**config.mk**
```make
export PLATFORM = sky130hd
export DESIGN_NAME = pd_servo_pulse_controller
export DESIGN_NICKNAME = d
export VERILOG_FILES = /design/src/rtl/pdsc_pkg.sv /design/src/rtl/pd_servo_pulse_controller.sv /design/src/rtl/pdsc_divider.sv
export SDC_FILE = /design/constraint.sdc
export NUM_CORES = 2
export LEC_CHECK = 0
export ABC_AREA = 1
export CAP_MARGIN = 20
export CORE_MARGIN = 1
export CORE_UTILIZATION = 36
export DETAILED_ROUTE_END_ITERATION = 6
export DONT_BUFFER_PORTS = 1
export GPL_TIMING_DRIVEN = 1
export PLACE_DENSITY = 0.59
export SKIP_CTS_REPAIR_TIMING = 1
export SYNTH_ARGS = -nofsm -noshare
export SYNTH_HDL_FRONTEND = slang
export SYNTH_SLANG_ARGS = --single-unit
```
**constraint.sdc**
```tcl
create_clock -name clk -period 18.35 [get_ports clk]
set_input_delay 3.67 -clock clk [delete_from_list [all_inputs] [get_ports clk]]
set_output_delay 3.67 -clock clk [all_outputs]
set_load 0.02 [all_outputs]
```
**src/rtl/pdsc_pkg.sv**
```systemverilog
package pdsc_pkg;

  localparam int DataW = 16;
  localparam int CfgIdxW = 8;

  // register indexes
  localparam logic [CfgIdxW-1:0] RegPropGain   = 8'd0;
  localparam logic [CfgIdxW-1:0] RegDerivGain  = 8'd1;
  localparam logic [CfgIdxW-1:0] RegGainDiv    = 8'd2;
  localparam logic [CfgIdxW-1:0] RegTrim       = 8'd3;
  localparam logic [CfgIdxW-1:0] RegCentre     = 8'd4;
  localparam logic [CfgIdxW-1:0] RegPulseMin   = 8'd5;
  localparam logic [CfgIdxW-1:0] RegPulseMax   = 8'd6;
  localparam logic [CfgIdxW-1:0] RegSlew       = 8'd7;

  // operation codes
  localparam logic OpUpdate = 1'b0;
  localparam logic OpSetRaw = 1'b1;

  // weighted sum magnitude width (two 16x16 products plus a carry)
  localparam int SumW = 33;

  typedef struct packed {
    logic start;
  } div_ctl_t;

  typedef struct packed {
    logic done;
  } div_sts_t;

endpackage

```
**src/rtl/pd_servo_pulse_controller.sv**
```systemverilog
// Channel  | Dir | Payload
// s_axis   | in  | tdata[15:0] deviation, [31:16] raw_pulse; tuser operation
// m_axis   | out | tdata[15:0] pulse, [31:16] drive_term
// cfg      | in  | cfg_index register index, cfg_data value
// An update passes through StMul (the products), StSum (the sum and divider
// start), StDiv (the serial divider, 33 quotient bits, one per cycle, then the
// saturated drive term), StSat (centre and trim added), StClmp (clamp) and
// StSlew (slew), where the result becomes valid. A set-raw item goes from
// acceptance straight to StClmp and StSlew. The next item can be accepted at the
// edge the result is taken. One item is in work at a time, and s_axis_tready stays low while
// a result waits on m_axis_tready. Reset (rst, synchronous) loads the register
// defaults.
module pd_servo_pulse_controller (
  input  logic        clk,
  input  logic        rst,
  input  logic        s_axis_tvalid,
  output logic        s_axis_tready,
  input  logic [31:0] s_axis_tdata,   // deviation, raw_pulse
  input  logic        s_axis_tuser,   // operation
  output logic        m_axis_tvalid,
  input  logic        m_axis_tready,
  output logic [31:0] m_axis_tdata,   // pulse, drive_term
  input  logic        cfg_valid,
  output logic        cfg_ready,
  input  logic [7:0]  cfg_index,
  input  logic [15:0] cfg_data
);
  import pdsc_pkg::*;

  typedef enum logic [6:0] {
    StIdle = 7'b0000001,
    StMul  = 7'b0000010,
    StSum  = 7'b0000100,
    StDiv  = 7'b0001000,
    StSat  = 7'b0010000,
    StClmp = 7'b0100000,
    StSlew = 7'b1000000
  } state_t;

  state_t state;

  logic signed [15:0] prop_gain, deriv_gain, trim_offset;
  logic [15:0] gain_divisor, pulse_centre, pulse_min, pulse_max, slew_limit;
  logic signed [15:0] prev_dev;
  logic [15:0] prev_pulse;
  logic signed [15:0] held_drive;

  logic        op;
  logic signed [15:0] dev, diffv;
  logic [15:0] raw;
  logic signed [31:0] prod_p, prod_d;
  logic        neg;
  logic [SumW-1:0] mag;
  logic signed [17:0] trim_use;
  logic signed [19:0] psum;
  logic [15:0] pclamp;

  div_ctl_t div_ctl;
  div_sts_t div_sts;
  logic [SumW-1:0] quo;

  assign cfg_ready = 1'b1;
  assign s_axis_tready = (state == StIdle) && !(m_axis_tvalid && !m_axis_tready);

  // trim clamp against current limits
  logic signed [17:0] hi_t, lo_t;
  assign hi_t = $signed({2'b00, pulse_max}) - $signed({2'b00, pulse_centre});
  assign lo_t = $signed({2'b00, pulse_min}) - $signed({2'b00, pulse_centre});

  function automatic logic [15:0] clampf(input logic signed [19:0] v,
                                         input logic [15:0] lo,
                                         input logic [15:0] hi);
    logic [15:0] r;
    if (v < $signed({4'b0, lo})) r = lo;
    else if (v > $signed({4'b0, hi})) r = hi;
    else r = v[15:0];
    return r;
  endfunction

  // weighted sum and its magnitude, taken by the divider at start
  logic signed [33:0] ssum;
  assign ssum = 34'(prod_p) + 34'(prod_d);
  assign mag = ssum[33] ? SumW'(-ssum) : ssum[SumW-1:0];
  assign div_ctl.start = (state == StSum);

  pdsc_divider u_div (
    .clk(clk), .rst(rst), .ctl(div_ctl),
    .dividend(mag),
    .divisor(gain_divisor == 16'd0 ? 16'd1 : gain_divisor),
    .sts(div_sts), .quotient(quo)
  );

  logic signed [17:0] dlt;
  assign dlt = $signed({2'b00, pclamp}) - $signed({2'b00, prev_pulse});

  always_ff @(posedge clk) begin
    if (rst) begin
      state        <= StIdle;
      prop_gain    <= '0;
      deriv_gain   <= '0;
      gain_divisor <= 16'd10;
      trim_offset  <= '0;
      pulse_centre <= 16'd1500;
      pulse_min    <= 16'd1300;
      pulse_max    <= 16'd1700;
      slew_limit   <= '0;
      prev_dev     <= '0;
      prev_pulse   <= 16'd1500;
      held_drive   <= '0;
      m_axis_tvalid <= 1'b0;
    end else begin
      if (m_axis_tvalid && m_axis_tready) m_axis_tvalid <= 1'b0;
      if (cfg_valid) begin
        unique case (cfg_index)
          RegPropGain: prop_gain    <= cfg_data;
          RegDerivGain: deriv_gain  <= cfg_data;
          RegGainDiv:  gain_divisor <= cfg_data;
          RegTrim:     trim_offset  <= cfg_data;
          RegCentre:   pulse_centre <= cfg_data;
          RegPulseMin: pulse_min    <= cfg_data;
          RegPulseMax: pulse_max    <= cfg_data;
          RegSlew:     slew_limit   <= cfg_data;
          default: ;
        endcase
      end
      unique case (state)
        StIdle: if (s_axis_tvalid && s_axis_tready) begin
          op  <= s_axis_tuser;
          dev <= s_axis_tdata[15:0];
          raw <= s_axis_tdata[31:16];
          diffv <= s_axis_tdata[15:0] - prev_dev;
          state <= (s_axis_tuser == OpSetRaw) ? StClmp : StMul;
        end
        StMul: begin
          prod_p <= prop_gain * dev;
          prod_d <= deriv_gain * diffv;
          prev_dev <= dev;
          state <= StSum;
        end
        StSum: begin
          neg <= ssum[33];
          state <= StDiv;
        end
        StDiv: begin
          if (!(hi_t < $signed(18'(trim_offset))) &&
              !(lo_t > $signed(18'(trim_offset))))
            trim_use <= 18'(trim_offset);
          else if (hi_t < $signed(18'(trim_offset))) trim_use <= hi_t;
          else trim_use <= lo_t;
          if (div_sts.done) begin
            if (!neg) held_drive <= (quo > SumW'(32767)) ? 16'sd32767 : quo[15:0];
            else held_drive <= (quo > SumW'(32768)) ? -16'sd32768 : 16'(-quo[15:0]);
            state <= StSat;
          end
        end
        StSat: begin
          psum <= $signed({4'b0, pulse_centre}) + 20'(trim_use) + 20'(held_drive);
          state <= StClmp;
        end
        StClmp: begin
          if (op == OpSetRaw) begin
            if (hi_t < $signed(18'(trim_offset))) trim_use <= hi_t;
            else if (lo_t > $signed(18'(trim_offset))) trim_use <= lo_t;
            else trim_use <= 18'(trim_offset);
            pclamp <= clampf({4'b0, raw}, pulse_min, pulse_max);
            prev_dev <= '0;
          end else begin
            pclamp <= clampf(psum, pulse_min, pulse_max);
          end
          state <= StSlew;
        end
        StSlew: begin
          if (op == OpSetRaw) begin
            prev_pulse <= pclamp;
            held_drive <= 16'(pclamp - pulse_centre - trim_use[15:0]);
          end else if (slew_limit != 16'd0 && dlt > $signed({2'b00, slew_limit})) begin
            prev_pulse <= prev_pulse + slew_limit;
          end else if (slew_limit != 16'd0 && dlt < -$signed({2'b00, slew_limit})) begin
            prev_pulse <= prev_pulse - slew_limit;
          end else begin
            prev_pulse <= pclamp;
          end
          m_axis_tvalid <= 1'b1;
          state <= StIdle;
        end
        default: state <= StIdle;
      endcase
    end
  end

  assign m_axis_tdata = {held_drive, prev_pulse};

endmodule

```
**src/rtl/pdsc_divider.sv**
```systemverilog
module pdsc_divider (
  input  logic                           clk,
  input  logic                           rst,
  input  pdsc_pkg::div_ctl_t             ctl,
  input  logic [pdsc_pkg::SumW-1:0]      dividend,
  input  logic [pdsc_pkg::DataW-1:0]     divisor,
  output pdsc_pkg::div_sts_t             sts,
  output logic [pdsc_pkg::SumW-1:0]      quotient
);
  import pdsc_pkg::*;

  localparam int CntW = $clog2(SumW + 1);

  // restoring divide, one quotient bit per cycle
  logic [SumW-1:0]  quo;
  logic [DataW:0]   rem;
  logic [DataW-1:0] dvs;
  logic [CntW-1:0]  cnt;
  logic             busy;
  logic [DataW:0]   trial;
  logic [DataW+1:0] diff;

  assign trial = {rem[DataW-1:0], quo[SumW-1]};
  assign diff  = {1'b0, trial} - {2'b00, dvs};

  always_ff @(posedge clk) begin
    if (rst) begin
      busy     <= 1'b0;
      cnt      <= '0;
      sts.done <= 1'b0;
    end else begin
      sts.done <= 1'b0;
      if (ctl.start) begin
        busy <= 1'b1;
        cnt  <= CntW'(SumW);
        quo  <= dividend;
        rem  <= '0;
        dvs  <= divisor;
      end else if (busy) begin
        if (!diff[DataW+1]) begin
          rem <= diff[DataW:0];
          quo <= {quo[SumW-2:0], 1'b1};
        end else begin
          rem <= trial;
          quo <= {quo[SumW-2:0], 1'b0};
        end
        cnt <= cnt - 1'b1;
        if (cnt == CntW'(1)) begin
          busy     <= 1'b0;
          sts.done <= 1'b1;
        end
      end
    end
  end

  assign quotient = quo;

endmodule

```
[Word-level counts from Yosys, hierarchy flattened]
Index checks and enable logic that the tools add are counted.
Storage, ports and cells
  memory bits (writable): 0
  word-level logic and storage cells: 158
  input port bits: 62
  output and inout bits: 35
  bits in read-only memories: 0
  register bits after elaboration: 425
  latch bits: 0
  memories kept: 0
Operators by class
  div/mod/pow operators: 0
  shift operators: 0
  mux-type cells: 40
  equality and inequality tests: 19
  bitwise logic cells: 2
  reductions and logical operators: 39
  order comparisons: 10
  $mul: 2
  add/sub/neg operators: 16
Operators by type and width (number)
  two-way mux 16 bit: 16
  two-way mux 33 bit: 3
  two-way mux 18 bit: 5
  multiplier 16 x 16 -> 32 bit: 2
  one-hot mux 16 bit (2 select lines): 2
  subtractor 16 bit: 4
  subtractor 16 x 16 -> 17 bit: 3
  one-hot mux 7 bit (6 select lines): 1
  one-hot mux 18 bit (2 select lines): 1
  adder 32 x 32 -> 33 bit: 1
  > comparator 33 x 15 -> 1 bit, second input constant: 1
  > comparator 33 x 16 -> 1 bit, second input constant: 1
  negator 33 bit: 1
  equality test 8 x 3 -> 1 bit, second input constant: 4
  AND reduction 2 bit: 15
  adder 19 x 16 -> 20 bit: 1
  > comparator 20 x 17 -> 1 bit: 1
  less-than comparator 20 x 17 -> 1 bit: 1
  adder 17 x 18 -> 19 bit: 1
  less-than comparator 17 x 18 -> 1 bit: 1
  two-way mux 6 bit: 3
  negator 16 -> 18 bit: 1
  subtractor 17 x 16 -> 18 bit: 1
  > comparator 17 x 16 -> 1 bit: 1
  31 further kinds: 57

[Longest topological paths before layout]
  word-level depth: 7
  gate-level depth with buffers: 31
  depth with buffers taken out: 31

[Hierarchy]
From an unflattened synthesis, not the netlist that was laid out.
Second synthesis, totals
  cells, all modules: 6517
  area, all modules: 50950.1 µm²
Modules (own cells, without submodules)
  pd_servo_pulse_controller: cells an instance 6019, sequential area each 8698.3 µm², times used 1, area each 46870.0 µm²
  pdsc_divider: cells an instance 498, sequential area each 2112.0 µm², times used 1, area each 4080.2 µm²

[Worst setup path before layout]
No wires, ideal clock.
  kind: input -> register
  start point: input rst
  end point: register dev[0], enable pin
  path buffers: 1
  required time: 17.773 ns
  library setup time: 0.577 ns
  cell stages on the path: 2
  slack: 9.149 ns
  data arrival time: 8.624 ns
  path through: clkbuf_1 > nor4_1
Between the ends
  cells in the longest elaborated chain, start to end: 2
Ends and longest elaborated chain
  start, declared: RTL line pd_servo_pulse_controller.sv:15  | input logic rst,
  NOT 1 bit (no source line)
  AND reduction 3 bit (no source line)
  end signal, assigned: RTL line pd_servo_pulse_controller.sv:129  | dev <= s_axis_tdata[15:0];
  end, declared: RTL line pd_servo_pulse_controller.sv:49  | logic signed [15:0] dev, diffv;
Every way passes these cells.
A chain may end at the register's enable or synchronous reset.

[Worst setup path after layout]
  start point: input m_axis_tready
  end point: output s_axis_tready
Between the ends
  cells in the longest elaborated chain, start to end: 4
Ends and longest elaborated chain
  start, declared: RTL line pd_servo_pulse_controller.sv:21  | input logic m_axis_tready,
  logical NOT 1 bit: RTL line pd_servo_pulse_controller.sv:63  | assign s_axis_tready = (state == StIdle) && !(m_axis_tvalid && !m_axis_tready);
  logical AND 1 bit: RTL line pd_servo_pulse_controller.sv:63
  logical NOT 1 bit: RTL line pd_servo_pulse_controller.sv:63
  logical AND 1 bit: RTL line pd_servo_pulse_controller.sv:63
  end, declared: RTL line pd_servo_pulse_controller.sv:17  | output logic s_axis_tready,
Every way passes these cells.

==> flow_metrics.tcl <==
set metrics [dict create \
    outcome "completed" \
    wirelength_mm 147 \
    maxCapViolations 0 \
    cp_num_buf_inv 0 \
    cp_cell_sequence "nor2_1, nor2_1" \
    hp-start "gain_divisor[2]$_SDFFE_PP0P_" \
    pin_count 97 \
    p_sw_uw 710 \
    ctsHtreeMaxLevel 2 \
    clockBufferDepth 3 \
    rr_endpoint "prod_p[31]$_DFFE_PP_" \
    min_period_ns 7.76 \
    critPathMaxFanout 4 \
    synth_nets 7577 \
    antenna_found_initial 4 \
    rr_worst_depth 19 \
    nFillCells 14500 \
    post-route-drc-count 0 \
    ys.warnings.count 0 \
    r2r-start "dev[1]$_DFFE_PP_" \
    avgSynthCellArea_um2 7.82 \
    seqPwrFrac_pct 43.2 \
    firstDrtPassIters 6 \
    routed-via-count 41200 \
    worstHoldPathCells 0 \
    drt_iter0_markers 2936 \
    syn_inst 6477 \
    grt_max_degree 92 \
    vias_per_cell 5.00 \
    async_reset_ff_share_pct 0 \
    leakagePower_uw 0.0277 \
    tightest_slew_ns 1.13 \
    clock-sinks 424 \
    cts-root-buf "clkbuf_16" \
    critical_path.slowest_cell "nor2_1" \
    critical_path.top_delay_family "simple AND/OR/NAND/NOR gates" \
    grt_pass1_wl_mm 231 \
    final_cells 8244 \
    synth_edf_count 232 \
    power_density_mw_per_mm2 45.4 \
    antenna_left 0 \
    synthToLayoutAreaGrowth_pct 7.09 \
    portBuffers 0 \
    cp_common_cell "nor2_1" \
    cp.required_ns 14.68 \
    total_power_uw 2460 \
    path_clk_slew_ns 0.06 \
    cts_tree "yes" \
    detailed_place_hpwl_mm 118 \
    cts_buffers 50 \
    placed_cells 8142 \
    finalInstanceArea_mm2 0.0543 \
    drive_above_1_share_pct 3.14 \
    nNetsFinal 7423 \
    critPathKind "in2out" \
    timing.hold.ws_ns 0.442 \
    synth_ff_type "edfxtp_1" \
    synth.distinct_cells 60 \
    drv_slew 0 \
    fp.dieW_um 377 \
    final_common_cell "nand2_1" \
    track_usage_pct 20.9 \
    setup_violations 0 \
    grt_setup_unrepaired "false" \
    maxSlewHeadroom_pct 24.8 \
    p_int_uw 1750 \
    grt.overflow.total 0 \
    worstSetupEndpointType "output port" \
    hold_end "u_div.dvs[2]$_SDFFCE_PN0P_" \
    insertion_delay_ns 0.65 \
    avgRoutedWirePerCell_um 17.9 \
    pwr-share-clk_pct 44.5 \
    rrSetupSlack_ns 11.75 \
    peakVddDrop_v 0.0000657 \
    initial_core_util_pct 36.3 \
    dieArea_mm2 0.142 \
    die_h_um 377 \
    synth_seq_cells 424 \
    finalCritPeriodShare_pct 42.3 \
    ys_seq_area_share_pct 21.3 \
    hold_path_class "reg2reg" \
    fin_setup_tns_ns 0 \
    core_mm2 0.140 \
    netlist_area_mm2 0.0507 \
    skew_ns 0.0590 \
    cp_data_arrival_time_ns 4.09 \
    layout_common_cells "nand2_1 (1430), inv_1 (1390), fa_1 (564), ha_1 (474), a21oi_1 (417)" \
    rows 137 \
    combPwrFrac_pct 12.3 \
    grt_pass1_vias 41100 \
    fmax_mhz 129 \
    place_area_mm2 0.0524 \
    gp_congestion 0.946 \
    finalHoldViolCount 0 \
    netSwitchingFraction_pct 28.8 \
    critPathMaxStageDelay_ns 0.23 \
    start_kind "input port" \
]
==> stage by stage <==
step | setup slack (ns) | util, %
floorplan | 9.15 | -
global placement | 10.61 | 37.5
detailed placement | 10.58 | 37.5
CTS | 10.58 | 38.8
global route | 10.56 | 38.9
finish | 10.59 | 38.9
==> cell type report <==
class	count	area, µm²	area share, %
inverter	1402	5270	9.70
tap	1876	2350	4.32
multi-input combinational	4405	33700	62.1
sequential	424	10800	19.9
clock inverter	32	394	0.726
antenna	3	7.51	0.0138
timing repair buffer	40	363	0.669
clock buffer	62	1400	2.58
==> worst max path at each step <==
stage	cells past startpoint	to	from
finish	2	s_axis_tready	m_axis_tready
global route	2	s_axis_tready	m_axis_tready
CTS	2	s_axis_tready	m_axis_tready
detailed placement	2	s_axis_tready	m_axis_tready
global placement	2	s_axis_tready	m_axis_tready
floorplan	2	dev[0]$_DFFE_PP_	rst
==> state kept, by name, summed over array words and instances (netlist names), 17 cells and up <==
name / cells
u_div.quotient: 33
prod_d: 32
prod_p: 32
psum: 20
trim_use: 17
==> power groups by stage <==
stage / clock network, µW / logic [µW] / registers, µW
global placement: 0 / 299 / 1080
floorplan: 0 / 236 / 1050
global route: 1160 / 344 / 1070
detailed placement: 0 / 303 / 1080
finish: 1100 / 304 / 1060
CTS: 1120 / 305 / 1060
==> metal layers <==
layer  routed length, µm  global-route usage (%)  vias up
li1                    -                       -    20000
met1               65400                    28.1    20000
met2               68200                    34.5     1016
met3                8970                    3.02      187
met4                4640                    6.59        6
met5                  38                       0        -
==> synthesized netlist by cell type, types with 13 or more instances <==
cell type  count  share of area, %
nand2_1     1430                11
nor4_1        22              0.27
buf_2         13              0.13
xor2_1       165               2.9
edfxtp_1     232                14
o221ai_1      14              0.24
o21ai_1       24              0.24
a21o_1        18              0.27
nor3_1        52              0.51
o21bai_1      19              0.28
a31oi_1       18              0.22
o211ai_1      42              0.62
nor2_2        15              0.19
nor2_1       313               2.3
clkbuf_1     221               1.6
o21ai_0      281               2.8
nand4_1       66              0.81
nand3_1      245               2.4
fa_1         564                22
a32o_1        16              0.32
ha_1         474                12
a21oi_1      418               4.1
inv_1       1391                10
a211oi_1      26              0.39
dfxtp_1      192               7.6
a21boi_0      14              0.21
xnor2_1       78               1.3
==> kinds of logic after synthesis <==
kind of cell | count (synthesis) | share of synthesized area (%)
flops | 424 | 21.3
xor+xnor | 243 | 4.20
compound gates | 932 | 10.4
buf+inv | 1648 | 12.3
fa+ha+maj | 1038 | 34.0
other cells | 1 | 0.00740
simple gates | 2191 | 17.8
Note: power is estimated with default switching activity, not from simulation.
